==> config.mk <==
export PLATFORM = sky130hd
export DESIGN_NAME = goldbach_pair_enumerator
export DESIGN_NICKNAME = d
export VERILOG_FILES = /design/src/design/gpe_pkg.sv /design/src/design/gpe_flag_mem.sv /design/src/design/gpe_ctrl.sv /design/src/design/goldbach_pair_enumerator.sv
export SDC_FILE = /design/constraint.sdc
export NUM_CORES = 2
export LEC_CHECK = 0
export BUFFER_PORTS_ARGS = -buffer_cell sky130_fd_sc_hd__buf_2
export CORE_UTILIZATION = 65
export CTS_CLUSTER_DIAMETER = 150
export CTS_CLUSTER_SIZE = 40
export DETAILED_ROUTE_END_ITERATION = 8
export PLACE_DENSITY_LB_ADDON = 0.2
export SLEW_MARGIN = 0
export SYNTH_ARGS = -nofsm -noshare
export SYNTH_HDL_FRONTEND = slang
export SYNTH_HIERARCHICAL = 1
export SYNTH_SLANG_ARGS = --single-unit
export TNS_END_PERCENT = 1
==> constraint.sdc <==
create_clock -name clk -period 72.8 [get_ports clk]
set_input_delay 21.84 -clock clk [delete_from_list [all_inputs] [get_ports clk]]
set_output_delay 21.84 -clock clk [all_outputs]
set_load 0.005 [all_outputs]
==> src/design/gpe_pkg.sv <==
// ----------------------------------------------------------------------------
// gpe_pkg
// Shared widths, limits and control types of the Goldbach pair enumerator.
// ----------------------------------------------------------------------------
package gpe_pkg;

  localparam int GPE_VALUE_BITS  = 10;
  localparam int GPE_WHOLE_W     = 10;
  localparam int GPE_SMALL_W     = 9;
  localparam int GPE_LARGE_W     = 10;
  localparam int GPE_MAX_RESULTS = 64;
  localparam int GPE_CNT_W       = 7;

  localparam int GPE_IN_W  = 16;
  localparam int GPE_OUT_W = 32;

  localparam int GPE_SMALL_LO = GPE_WHOLE_W;
  localparam int GPE_LARGE_LO = GPE_WHOLE_W + GPE_SMALL_W;
  localparam int GPE_OUT_USED = GPE_WHOLE_W + GPE_SMALL_W + GPE_LARGE_W;

  typedef struct packed {
    logic we;
    logic wdata;
    logic re_a;
    logic re_b;
  } gpe_mem_ctl_t;

endpackage

==> src/design/gpe_flag_mem.sv <==
// ----------------------------------------------------------------------------
// gpe_flag_mem
// Prime flag table: one write port and two registered read ports.
// ----------------------------------------------------------------------------
module gpe_flag_mem #(
  parameter int AW = gpe_pkg::GPE_VALUE_BITS
) (
  input  logic                  clk,
  input  gpe_pkg::gpe_mem_ctl_t ctl,
  input  logic [AW-1:0]         waddr,
  input  logic [AW-1:0]         raddr_a,
  input  logic [AW-1:0]         raddr_b,
  output logic                  rdata_a,
  output logic                  rdata_b
);
  import gpe_pkg::*;

  localparam int DEPTH = 1 << AW;

  logic flag_mem [DEPTH];

  always_ff @(posedge clk) begin
    if (ctl.we) begin
      flag_mem[waddr] <= ctl.wdata;
    end
    if (ctl.re_a) begin
      rdata_a <= flag_mem[raddr_a];
    end
    if (ctl.re_b) begin
      rdata_b <= flag_mem[raddr_b];
    end
  end

endmodule

==> src/design/gpe_ctrl.sv <==
// ----------------------------------------------------------------------------
// gpe_ctrl
// Builds the prime flag table with a sieve after reset, then scans each even
// value for prime pairs and drives the result register.
// ----------------------------------------------------------------------------
module gpe_ctrl #(
  parameter int AW = gpe_pkg::GPE_VALUE_BITS
) (
  input  logic                              clk,
  input  logic                              rst_n,
  input  logic                              in_tvalid,
  output logic                              in_tready,
  input  logic [AW-1:0]                     in_value,
  output logic                              out_tvalid,
  input  logic                              out_tready,
  output logic [gpe_pkg::GPE_WHOLE_W-1:0]   out_whole,
  output logic [gpe_pkg::GPE_SMALL_W-1:0]   out_small,
  output logic [gpe_pkg::GPE_LARGE_W-1:0]   out_large,
  output logic                              out_tlast,
  output gpe_pkg::gpe_mem_ctl_t             mem_ctl,
  output logic [AW-1:0]                     mem_waddr,
  output logic [AW-1:0]                     mem_raddr_a,
  output logic [AW-1:0]                     mem_raddr_b,
  input  logic                              mem_rdata_a,
  input  logic                              mem_rdata_b
);
  import gpe_pkg::*;

  localparam logic [AW-1:0]   MAXV_A = '1;
  localparam logic [AW:0]     MAXV_M = (AW+1)'((1 << AW) - 1);
  localparam logic [2*AW-1:0] MAXV_P = (2*AW)'((1 << AW) - 1);
  localparam logic [AW-1:0]   TWO_A  = AW'(2);
  localparam logic [GPE_CNT_W-1:0] CNT_MAX = GPE_CNT_W'(GPE_MAX_RESULTS);

  typedef enum logic [2:0] {
    ST_CLEAR,
    ST_PREAD,
    ST_PCHECK,
    ST_MARK,
    ST_IDLE,
    ST_READ,
    ST_EVAL,
    ST_FLUSH
  } state_t;

  state_t               state_r;
  logic [AW-1:0]        addr_r;
  logic [AW:0]          mult_r;
  logic [AW-1:0]        v_r;
  logic [AW-1:0]        half_r;
  logic [AW-1:0]        k_r;
  logic [AW-1:0]        hold_k_r;
  logic                 hold_valid_r;
  logic [GPE_CNT_W-1:0] cnt_r;
  logic                 out_valid_r;
  logic [GPE_WHOLE_W-1:0] whole_r;
  logic [GPE_SMALL_W-1:0] small_r;
  logic [GPE_LARGE_W-1:0] large_r;
  logic                 last_r;

  logic [2*AW-1:0]      psq;
  logic [AW:0]          mult_nxt;
  logic [AW-1:0]        half_in;
  logic [GPE_CNT_W-1:0] cnt_nxt;
  logic                 found;
  logic                 slot_free;
  logic                 end_scan;
  logic                 out_load;

  assign psq       = addr_r * addr_r;
  assign mult_nxt  = mult_r + (AW+1)'(addr_r);
  assign half_in   = in_value >> 1;
  assign cnt_nxt   = cnt_r + GPE_CNT_W'(1);
  assign found     = mem_rdata_a & mem_rdata_b;
  assign slot_free = !out_valid_r || out_tready;
  assign end_scan  = (k_r == half_r) || (found && (cnt_nxt == CNT_MAX));
  assign out_load  = slot_free && hold_valid_r &&
                     (((state_r == ST_EVAL) && found) || (state_r == ST_FLUSH));

  assign in_tready  = (state_r == ST_IDLE);
  assign out_tvalid = out_valid_r;
  assign out_whole  = whole_r;
  assign out_small  = small_r;
  assign out_large  = large_r;
  assign out_tlast  = last_r;

  always_comb begin
    mem_ctl     = '0;
    mem_waddr   = addr_r;
    mem_raddr_a = addr_r;
    mem_raddr_b = v_r - k_r;
    case (state_r)
      ST_CLEAR: begin
        mem_ctl.we    = 1'b1;
        mem_ctl.wdata = (addr_r >= TWO_A);
      end
      ST_PREAD: begin
        mem_ctl.re_a = 1'b1;
      end
      ST_MARK: begin
        mem_ctl.we = 1'b1;
        mem_waddr  = mult_r[AW-1:0];
      end
      ST_READ: begin
        mem_ctl.re_a = 1'b1;
        mem_ctl.re_b = 1'b1;
        mem_raddr_a  = k_r;
      end
      default: begin
      end
    endcase
  end

  always_ff @(posedge clk) begin
    if (!rst_n) begin
      state_r      <= ST_CLEAR;
      addr_r       <= '0;
      hold_valid_r <= 1'b0;
      out_valid_r  <= 1'b0;
      cnt_r        <= '0;
    end else begin
      if (out_load) begin
        out_valid_r <= 1'b1;
      end else if (out_valid_r && out_tready) begin
        out_valid_r <= 1'b0;
      end
      case (state_r)
        ST_CLEAR: begin
          if (addr_r == MAXV_A) begin
            addr_r  <= TWO_A;
            state_r <= ST_PREAD;
          end else begin
            addr_r <= addr_r + AW'(1);
          end
        end
        ST_PREAD: begin
          state_r <= ST_PCHECK;
        end
        ST_PCHECK: begin
          if (psq > MAXV_P) begin
            state_r <= ST_IDLE;
          end else if (mem_rdata_a) begin
            mult_r  <= psq[AW:0];
            state_r <= ST_MARK;
          end else begin
            addr_r  <= addr_r + AW'(1);
            state_r <= ST_PREAD;
          end
        end
        ST_MARK: begin
          if (mult_nxt > MAXV_M) begin
            addr_r  <= addr_r + AW'(1);
            state_r <= ST_PREAD;
          end else begin
            mult_r <= mult_nxt;
          end
        end
        ST_IDLE: begin
          if (in_tvalid) begin
            v_r          <= in_value;
            half_r       <= half_in;
            k_r          <= TWO_A;
            cnt_r        <= '0;
            hold_valid_r <= 1'b0;
            if (!in_value[0] && (half_in >= TWO_A)) begin
              state_r <= ST_READ;
            end
          end
        end
        ST_READ: begin
          state_r <= ST_EVAL;
        end
        ST_EVAL: begin
          if (!(found && hold_valid_r && !slot_free)) begin
            if (found) begin
              if (hold_valid_r) begin
                whole_r     <= GPE_WHOLE_W'(v_r);
                small_r     <= GPE_SMALL_W'(hold_k_r);
                large_r     <= GPE_LARGE_W'(v_r - hold_k_r);
                last_r      <= 1'b0;
              end
              hold_k_r     <= k_r;
              hold_valid_r <= 1'b1;
              cnt_r        <= cnt_nxt;
            end
            if (end_scan) begin
              state_r <= ST_FLUSH;
            end else begin
              k_r     <= k_r + AW'(1);
              state_r <= ST_READ;
            end
          end
        end
        ST_FLUSH: begin
          if (!hold_valid_r) begin
            state_r <= ST_IDLE;
          end else if (slot_free) begin
            whole_r      <= GPE_WHOLE_W'(v_r);
            small_r      <= GPE_SMALL_W'(hold_k_r);
            large_r      <= GPE_LARGE_W'(v_r - hold_k_r);
            last_r       <= 1'b1;
            hold_valid_r <= 1'b0;
            state_r      <= ST_IDLE;
          end
        end
        default: begin
          state_r <= ST_IDLE;
        end
      endcase
    end
  end

endmodule

==> src/design/goldbach_pair_enumerator.sv <==
// ----------------------------------------------------------------------------
// goldbach_pair_enumerator
// Splits an even value into all pairs of primes that sum to it, up to 64,
// smaller prime ascending, with the last pair of each value marked.
// ----------------------------------------------------------------------------
//  Channel  Direction  Carries
//  in_      slave      value
//  out_     master     whole, small_prime, large_prime; last on tlast
//
// After reset the block fills a prime flag table: a clearing pass over all
// 2**VALUE_BITS entries, then a sieve that reads each candidate below the
// square root of the range and writes one multiple per cycle. No input
// transfer is taken during that time. An even value then has each candidate
// k from 2 to value/2 read and then checked on the flag memory, ending in a
// flush of the held pair; odd values and values below 4 are taken and dropped.
// The scan stalls when a new pair is found while the held pair cannot enter
// a full output register.
module goldbach_pair_enumerator #(
  parameter int VALUE_BITS = gpe_pkg::GPE_VALUE_BITS
) (
  input  logic                         clk,
  input  logic                         rst_n,
  input  logic                         in_tvalid,
  output logic                         in_tready,
  // value [9:0]
  input  logic [gpe_pkg::GPE_IN_W-1:0] in_tdata,
  output logic                         out_tvalid,
  input  logic                         out_tready,
  // whole [9:0], small_prime [18:10], large_prime [28:19]
  output logic [gpe_pkg::GPE_OUT_W-1:0] out_tdata,
  output logic                         out_tlast
);
  import gpe_pkg::*;

  gpe_mem_ctl_t            mem_ctl;
  logic [VALUE_BITS-1:0]   mem_waddr;
  logic [VALUE_BITS-1:0]   mem_raddr_a;
  logic [VALUE_BITS-1:0]   mem_raddr_b;
  logic                    mem_rdata_a;
  logic                    mem_rdata_b;
  logic [GPE_WHOLE_W-1:0]  whole;
  logic [GPE_SMALL_W-1:0]  small_prime;
  logic [GPE_LARGE_W-1:0]  large_prime;

  gpe_flag_mem #(
    .AW(VALUE_BITS)
  ) u_mem (
    .clk    (clk),
    .ctl    (mem_ctl),
    .waddr  (mem_waddr),
    .raddr_a(mem_raddr_a),
    .raddr_b(mem_raddr_b),
    .rdata_a(mem_rdata_a),
    .rdata_b(mem_rdata_b)
  );

  gpe_ctrl #(
    .AW(VALUE_BITS)
  ) u_ctrl (
    .clk        (clk),
    .rst_n      (rst_n),
    .in_tvalid  (in_tvalid),
    .in_tready  (in_tready),
    .in_value   (in_tdata[VALUE_BITS-1:0]),
    .out_tvalid (out_tvalid),
    .out_tready (out_tready),
    .out_whole  (whole),
    .out_small  (small_prime),
    .out_large  (large_prime),
    .out_tlast  (out_tlast),
    .mem_ctl    (mem_ctl),
    .mem_waddr  (mem_waddr),
    .mem_raddr_a(mem_raddr_a),
    .mem_raddr_b(mem_raddr_b),
    .mem_rdata_a(mem_rdata_a),
    .mem_rdata_b(mem_rdata_b)
  );

  assign out_tdata = {(GPE_OUT_W - GPE_OUT_USED)'(0), large_prime, small_prime, whole};

endmodule

Word-level counts from Yosys, hierarchy flattened:

Memory sizes are Yosys's and may differ from the RTL's. A register that Yosys moved wholly into a read port is not among the register bits.
Index checks and enable logic that the tools add are counted.

* mux-type cells: 68
* equal/unequal tests: 25
* $mul: 1
* $lt $le $gt $ge: 4
* $add $sub $neg: 6
* reductions and logical operators: 32
* bitwise gates (word level): 2

Operators by type and width (count)
* two-way mux 10 bit: 19
* one-hot mux 10 bit (2 select lines): 3
* two-way mux 9 bit: 5
* two-way mux 11 bit: 3
* one-hot mux 10 bit (3 select lines): 1
* two-way mux 3 bit: 8
* one-hot mux 3 bit (8 select lines): 1
* one-hot mux 11 bit (2 select lines): 1
* two-way mux 7 bit: 3
* adder 10 x 1 -> 10 bit, second input constant: 2
* > comparator 20 x 10 -> 1 bit, second input constant: 1
* multiplier 10 x 10 -> 20 bit: 1
* subtractor 10 bit: 2
* two-way mux 1 bit: 18
* one-hot mux 9 bit (2 select lines): 1
* AND reduction 4 bit: 4
* inequality test 2 x 1 -> 1 bit, second input constant: 7
* inequality test 2 bit, second input constant: 7
* one-hot mux 7 bit (2 select lines): 1
* equality test 3 bit, second input constant: 4
* adder 11 x 10 -> 11 bit: 1
* > comparator 11 x 10 -> 1 bit, second input constant: 1
* equality test 10 bit, second input constant: 1
* equality test 10 x 9 -> 1 bit: 1
* 23 further kinds: 42

* register bits after elaboration: 102
* memory bits (writable): 1024
* word-level logic and storage cells: 153
* input port bits: 20
* memories kept: 1

Memory list
* u_mem.flag_mem: depth 1024, width 1, read ports 2, clocked after memory_dff 2, wr ports 1, line gpe_flag_mem.sv:20 `logic flag_mem [DEPTH];`

Logic depth before layout (Yosys ltp):

* depth after elaboration: 7
* gate-level depth with buffers: 24

Cells and area by module:

The synthesis kept the hierarchy.

Modules (own cells, without submodules)
* gpe_flag_mem: cells each 3860, times used 1, area each 53231.1 µm²
* gpe_ctrl: cells each 904, times used 1, area each 8373.0 µm²
* goldbach_pair_enumerator: cells each 4, times used 1, area each 26.3 µm²

Least setup slack after synthesis:

Ideal clock, no wire load.

* path type: reg2reg
* start point: register u_ctrl.addr_r[4]
* end point: memory u_mem.flag_mem[0] (data pin)
* setup slack: 35.283 ns
* cell stages (with the launch flop): 4
* period minus slack after synthesis: 37.517 ns
* path buffers: 1
* library setup time: 6.302 ns
* arrival time: 31.215 ns
* data required time: 66.498 ns
* cell sequence: dfxtp_1 -> clkbuf_1 -> nor4_1 -> a31oi_1

RTL lines
* from (decl): line gpe_ctrl.sv:47 `logic [AW-1:0] addr_r;`
* from (signal assigned): line gpe_ctrl.sv:133 `addr_r <= addr_r + AW'(1);`
* from (signal assigned): line gpe_ctrl.sv:146 `addr_r <= addr_r + AW'(1);`
* from (signal assigned): line gpe_ctrl.sv:152 `addr_r <= addr_r + AW'(1);`
* to (decl): line gpe_flag_mem.sv:20

Worst setup path in the final report:

* start point: register u_ctrl.state_r[2]
* end point: output port in_tready

* longest elaborated chain between the ends: 1

RTL lines
* from (decl): line gpe_ctrl.sv:46 `state_t state_r;`
* from (signal assigned): line gpe_ctrl.sv:116 `state_r <= ST_CLEAR;`
* from (signal assigned): line gpe_ctrl.sv:131 `state_r <= ST_PREAD;`
* from (signal assigned): line gpe_ctrl.sv:137 `state_r <= ST_PCHECK;`
* equality test 3 bit: line gpe_ctrl.sv:80 `assign in_tready = (state_r == ST_IDLE);`
* to (decl): line goldbach_pair_enumerator.sv:24 `output logic in_tready,`

Every way passes these cells.

==> results.txt <==
Of the total power, combinational logic draws 30.5%. STA classifies the critical path startpoint as a register. Along the worst path, the maximum fanout reaches 10. The run gives 0.01987 uW as the leakage power. The average routed wire per standard cell works out to 31.08 microns. The clock passes through at most 3 buffers. The flow ran to the end, but the final reports show violations. Routability-driven placement finished with a final weighted congestion of 0.8998. Buffers placed on the I/O ports in this run total 45. The tools report the area of the core region as 93,610 sq um. The critical path starts at u_ctrl/state_r[2].

The setup clock skew after layout was 0.02227 ns; the number of max-cap violations was 0. STA classifies the critical path endpoint as an output port. In the synthesized netlist the async set-or-reset flop fraction comes to 0%.

In this run the power density over the cells is 26.06 nW/um^2. After synthesis the netlist holds a flip-flop and latch count of 1,119. For the pin with the worst max-slew slack, the measured transition is 1.595 ns.

Entering global routing, the biggest net connects 327 pins. In this run the core area contains 112 standard-cell rows. For the final routed database, the setup TNS stands at 0 ns.

Of the total power, registers draw 53.4%. The count of distinct cell types in the synthesized netlist was 88. Using the TritonRoute via totals, the vias-per-cell ratio works out to 7.344. The type of the worst setup path is reg2out. The source of the worst register-to-register timing path is u_ctrl/addr_r[7]. For this design, the CTS-stage hold fixing added 0 buffers.

The checks that failed: max-slew violations. Startpoint of the most critical hold path: u_ctrl/v_r[0]. After technology mapping, the gate count stands at 4,768.

The count of final hold-check violations is 0, and the clock transition time at the flip-flop clock pins of the worst setup and hold paths is 0.14 ns. The net count of the finished layout is 4,672. The tools report the initial antenna violation count as 3. Averaged over all synthesized cells, the footprint is 12.93 sq um.

The die covers 96,050 sq um. The worst hold path class is reg2reg. Once the floorplan was initialized, standard cells occupied 65.84% of the core. TritonCTS built the clock tree. The number of sinks driven by the clock tree is 1,119. The tools report the final number of max-transition violations as 116. The layout has 6,841 filler cells. The tools report the total grt overflow as 0. For the fraction of the yosys area taken by sequential cells, the log shows 54.16%.

Final hold slack: 0.4939 ns. The most instantiated flip-flop cell in the synthesis netlist was sky130_fd_sc_hd__edfxtp_1. For this run, the top clock speed supported by timing is 42.13 MHz.

Compared with the post-synthesis result, the final layout area differs by 2.595%. The root buffer cell chosen for the clock tree is sky130_fd_sc_hd__clkbuf_16. The mapped netlist covers 61,630 sq um.

Yosys printed 6 warnings. The number of endpoints failing setup at the final stage is 0. Worst path required time: 50.96 ns.

The run gives 6 as the number of detailed-route iterations in the first pass. Net switching is 33.11% of the power. Highest ir drop seen on vdd: 0.00005927 V. The number of buffers inserted to repair setup after CTS is 0. The detailed router finished its first iteration with 6,565 violations. Pin placement for this block handled 55 I/O pins.

Global routing consumed, over all layers together, 37.68% of the routing resources. The tools report the total CTS buffers as 31. The clock network accounts for 16.0% of the total power. Measured along the x axis, the die boundary spans 309.9 microns. For this run, design rule violations remaining after detail routing come to 0.

The quantity of gates resized following cts was 0; the final antenna-violating net count was 0. Detailed placement finished with a half-perimeter wire length of 103,800 microns. For the wire length of the first global-routing pass, the log shows 261,600 microns. Of the available clock period, the critical path in the final layout requires 32.60%.

At the later pin of the worst-skew pair, clock insertion delay measures 0.72 ns. The internal cell power was 1102 uW. Setup repair after global routing left no endpoint under its margin.

For the worst setup path, the data arrival time is 1.89 ns. The floorplan step set the die height to 309.9 microns. The number of global-route vias before repair is 41,030. Measured against its own limit, the worst slew margin works out to -6.311%.

The maximum level of the CTS H-tree was 1; the fraction of final layout cells sized beyond drive strength 1 was 15.14%. The total wirelength of the detailed-routed design is 179,900 microns, and the number of enable-type register cells in the synthesized netlist is 1,097. The clock period minus final worst setup slack is 23.73 ns.

The total via count in the routed design is 42,510. For this design the total switching power over the nets is 545.5 uW.
## cells in the final DEF (no fill, tap or decap), types with 14 or more instances in the layout
master,instances
sky130_fd_sc_hd__nand2_2,18
sky130_fd_sc_hd__fa_1,50
sky130_fd_sc_hd__a22oi_1,39
sky130_fd_sc_hd__o22ai_1,52
sky130_fd_sc_hd__and2_1,35
sky130_fd_sc_hd__o21ai_0,66
sky130_fd_sc_hd__o211ai_1,17
sky130_fd_sc_hd__xnor2_1,30
sky130_fd_sc_hd__nand2_1,229
sky130_fd_sc_hd__nor2_1,1114
sky130_fd_sc_hd__nand4_1,22
sky130_fd_sc_hd__xor2_1,27
sky130_fd_sc_hd__o221ai_1,86
sky130_fd_sc_hd__mux2i_1,230
sky130_fd_sc_hd__a211oi_1,18
sky130_fd_sc_hd__a21o_1,16
sky130_fd_sc_hd__dfxtp_1,22
sky130_fd_sc_hd__buf_4,96
sky130_fd_sc_hd__clkbuf_16,31
sky130_fd_sc_hd__nor3_1,60
sky130_fd_sc_hd__nand3_1,43
sky130_fd_sc_hd__edfxtp_1,1097
sky130_fd_sc_hd__buf_2,45
sky130_fd_sc_hd__nand2b_1,14
sky130_fd_sc_hd__nor4_1,23
sky130_fd_sc_hd__a21oi_1,123
sky130_fd_sc_hd__mux4_2,425
sky130_fd_sc_hd__inv_1,113
sky130_fd_sc_hd__nor2b_1,31
sky130_fd_sc_hd__ha_1,83
sky130_fd_sc_hd__and3_1,19
sky130_fd_sc_hd__clkbuf_1,14
## final timing paths
kind	endpoint	slack, ns	depth (start not counted)
worst min register to register	u_ctrl/out_whole[0]	0.49	0
worst max-delay path	in_tready	49.07	3
worst max register to register	u_ctrl/mult_r[0]	65.44	20
worst min-delay path	u_ctrl/out_whole[0]	0.49	0
## critical path, cell delays in order (launching register included)
cell                      delay (ns)
sky130_fd_sc_hd__dfxtp_1        0.53
sky130_fd_sc_hd__inv_1          0.17
sky130_fd_sc_hd__nor3_1         0.31
sky130_fd_sc_hd__buf_2          0.18
## state kept, by name, summed over array words and instances, names as in the netlist
register / flops
u_ctrl/addr_r: 10
u_ctrl/cnt_r: 7
u_ctrl/half_r: 1
u_ctrl/hold_k_r: 10
u_ctrl/hold_valid_r: 1
u_ctrl/k_r: 10
u_ctrl/mult_r: 11
u_ctrl/out_large: 10
u_ctrl/out_small: 9
u_ctrl/out_tlast: 1
u_ctrl/out_tvalid: 1
u_ctrl/out_whole: 10
u_ctrl/state_r: 3
u_ctrl/v_r: 9
u_mem/flag_mem: 1024
u_mem/rdata_a: 1
u_mem/rdata_b: 1
## synthesized netlist by cell type (9+ instances only)
cell type,number,area (sq um)
sky130_fd_sc_hd__and2_1,35,219.0
sky130_fd_sc_hd__ha_1,83,1039
sky130_fd_sc_hd__o211ai_1,17,127.6
sky130_fd_sc_hd__nand4_1,22,137.6
sky130_fd_sc_hd__buf_4,42,315.3
sky130_fd_sc_hd__fa_1,50,1001
sky130_fd_sc_hd__a22oi_1,39,292.8
sky130_fd_sc_hd__a31oi_1,14,87.58
sky130_fd_sc_hd__inv_1,118,442.9
sky130_fd_sc_hd__o21ai_0,73,365.4
sky130_fd_sc_hd__buf_2,52,260.3
sky130_fd_sc_hd__edfxtp_1,1097,32940
sky130_fd_sc_hd__clkbuf_1,223,837.1
sky130_fd_sc_hd__mux2i_1,230,2302
sky130_fd_sc_hd__a21o_1,16,120.1
sky130_fd_sc_hd__nand2_1,247,927.1
sky130_fd_sc_hd__nand3_1,55,275.3
sky130_fd_sc_hd__o221ai_1,86,753.2
sky130_fd_sc_hd__nand2b_1,16,100.1
sky130_fd_sc_hd__xnor2_1,32,280.3
sky130_fd_sc_hd__nor2b_1,32,200.2
sky130_fd_sc_hd__or4_1,11,82.58
sky130_fd_sc_hd__a211oi_1,18,135.1
sky130_fd_sc_hd__nor2_1,1117,4193
sky130_fd_sc_hd__buf_1,75,281.5
sky130_fd_sc_hd__o311ai_0,9,78.83
sky130_fd_sc_hd__nor3_1,60,300.3
sky130_fd_sc_hd__mux4_1,10,262.8
sky130_fd_sc_hd__or3_1,13,81.33
sky130_fd_sc_hd__mux4_2,425,9572
sky130_fd_sc_hd__nor3b_1,12,90.09
sky130_fd_sc_hd__o22ai_1,52,325.3
sky130_fd_sc_hd__a2111oi_0,11,96.34
sky130_fd_sc_hd__buf_6,37,416.7
sky130_fd_sc_hd__a21oi_1,123,615.6
sky130_fd_sc_hd__dfxtp_1,22,440.4
sky130_fd_sc_hd__and3_1,19,118.9
sky130_fd_sc_hd__nor4_1,23,143.9
sky130_fd_sc_hd__xor2_1,28,245.2
## power by group through the flow
stage / Clock [uW] / Combinational [uW] / Sequential (uW)
6_report: 264 / 503 / 881
5_1_grt: 279 / 521 / 880
4_1_cts: 263 / 487 / 877
3_5_place_dp: 0 / 486 / 892
3_3_place_gp: 0 / 480 / 891
2_1_floorplan: 0 / 343 / 1230
## cell families after synthesis
| group | synth area share, % |
|---|---|
| muxes | 19.92 |
| and+or+nand+nor | 11.68 |
| other | 0.006085 |
| adders and majority gates | 3.309 |
| xor gates and xnor gates | 0.8527 |
| DFF | 54.16 |
| buffers and inverters | 4.227 |
| AOI/OAI and AO/OA | 5.837 |
## final cells by class
cell class	count	area, sq um	area share [%]
flip-flops and latches	1119	33380	52.80
multi-input cells	3099	25910	40.97
well taps	1254	1569	2.481
repair buffers	147	1066	1.686
clock buffers	45	828.3	1.310
inverters	121	469.2	0.7421
diodes	3	7.507	0.01187
## per-layer routing
layer	share of wire, %	global-route usage (%)	routed length (microns)
met5	0.014	0	26
met4	6.7	20.03	12010
met3	14	7.240	24580
met2	46	59.47	82390
met1	34	50.18	60910
## metrics by stage
step	std cells	utilization [%]	instance area, sq um	total power, uW	setup WS [ns]
floorplan	4770	-	61640	1578	35.28
global placement	5740	66.65	62390	1371	49.21
detailed placement	5740	66.65	62390	1378	49.18
CTS	5785	67.54	63220	1627	49.07
global route	5785	67.54	63220	1680	48.95
finish	5788	67.55	63230	1648	49.07
Note: power is estimated with default switching activity, not from simulation.
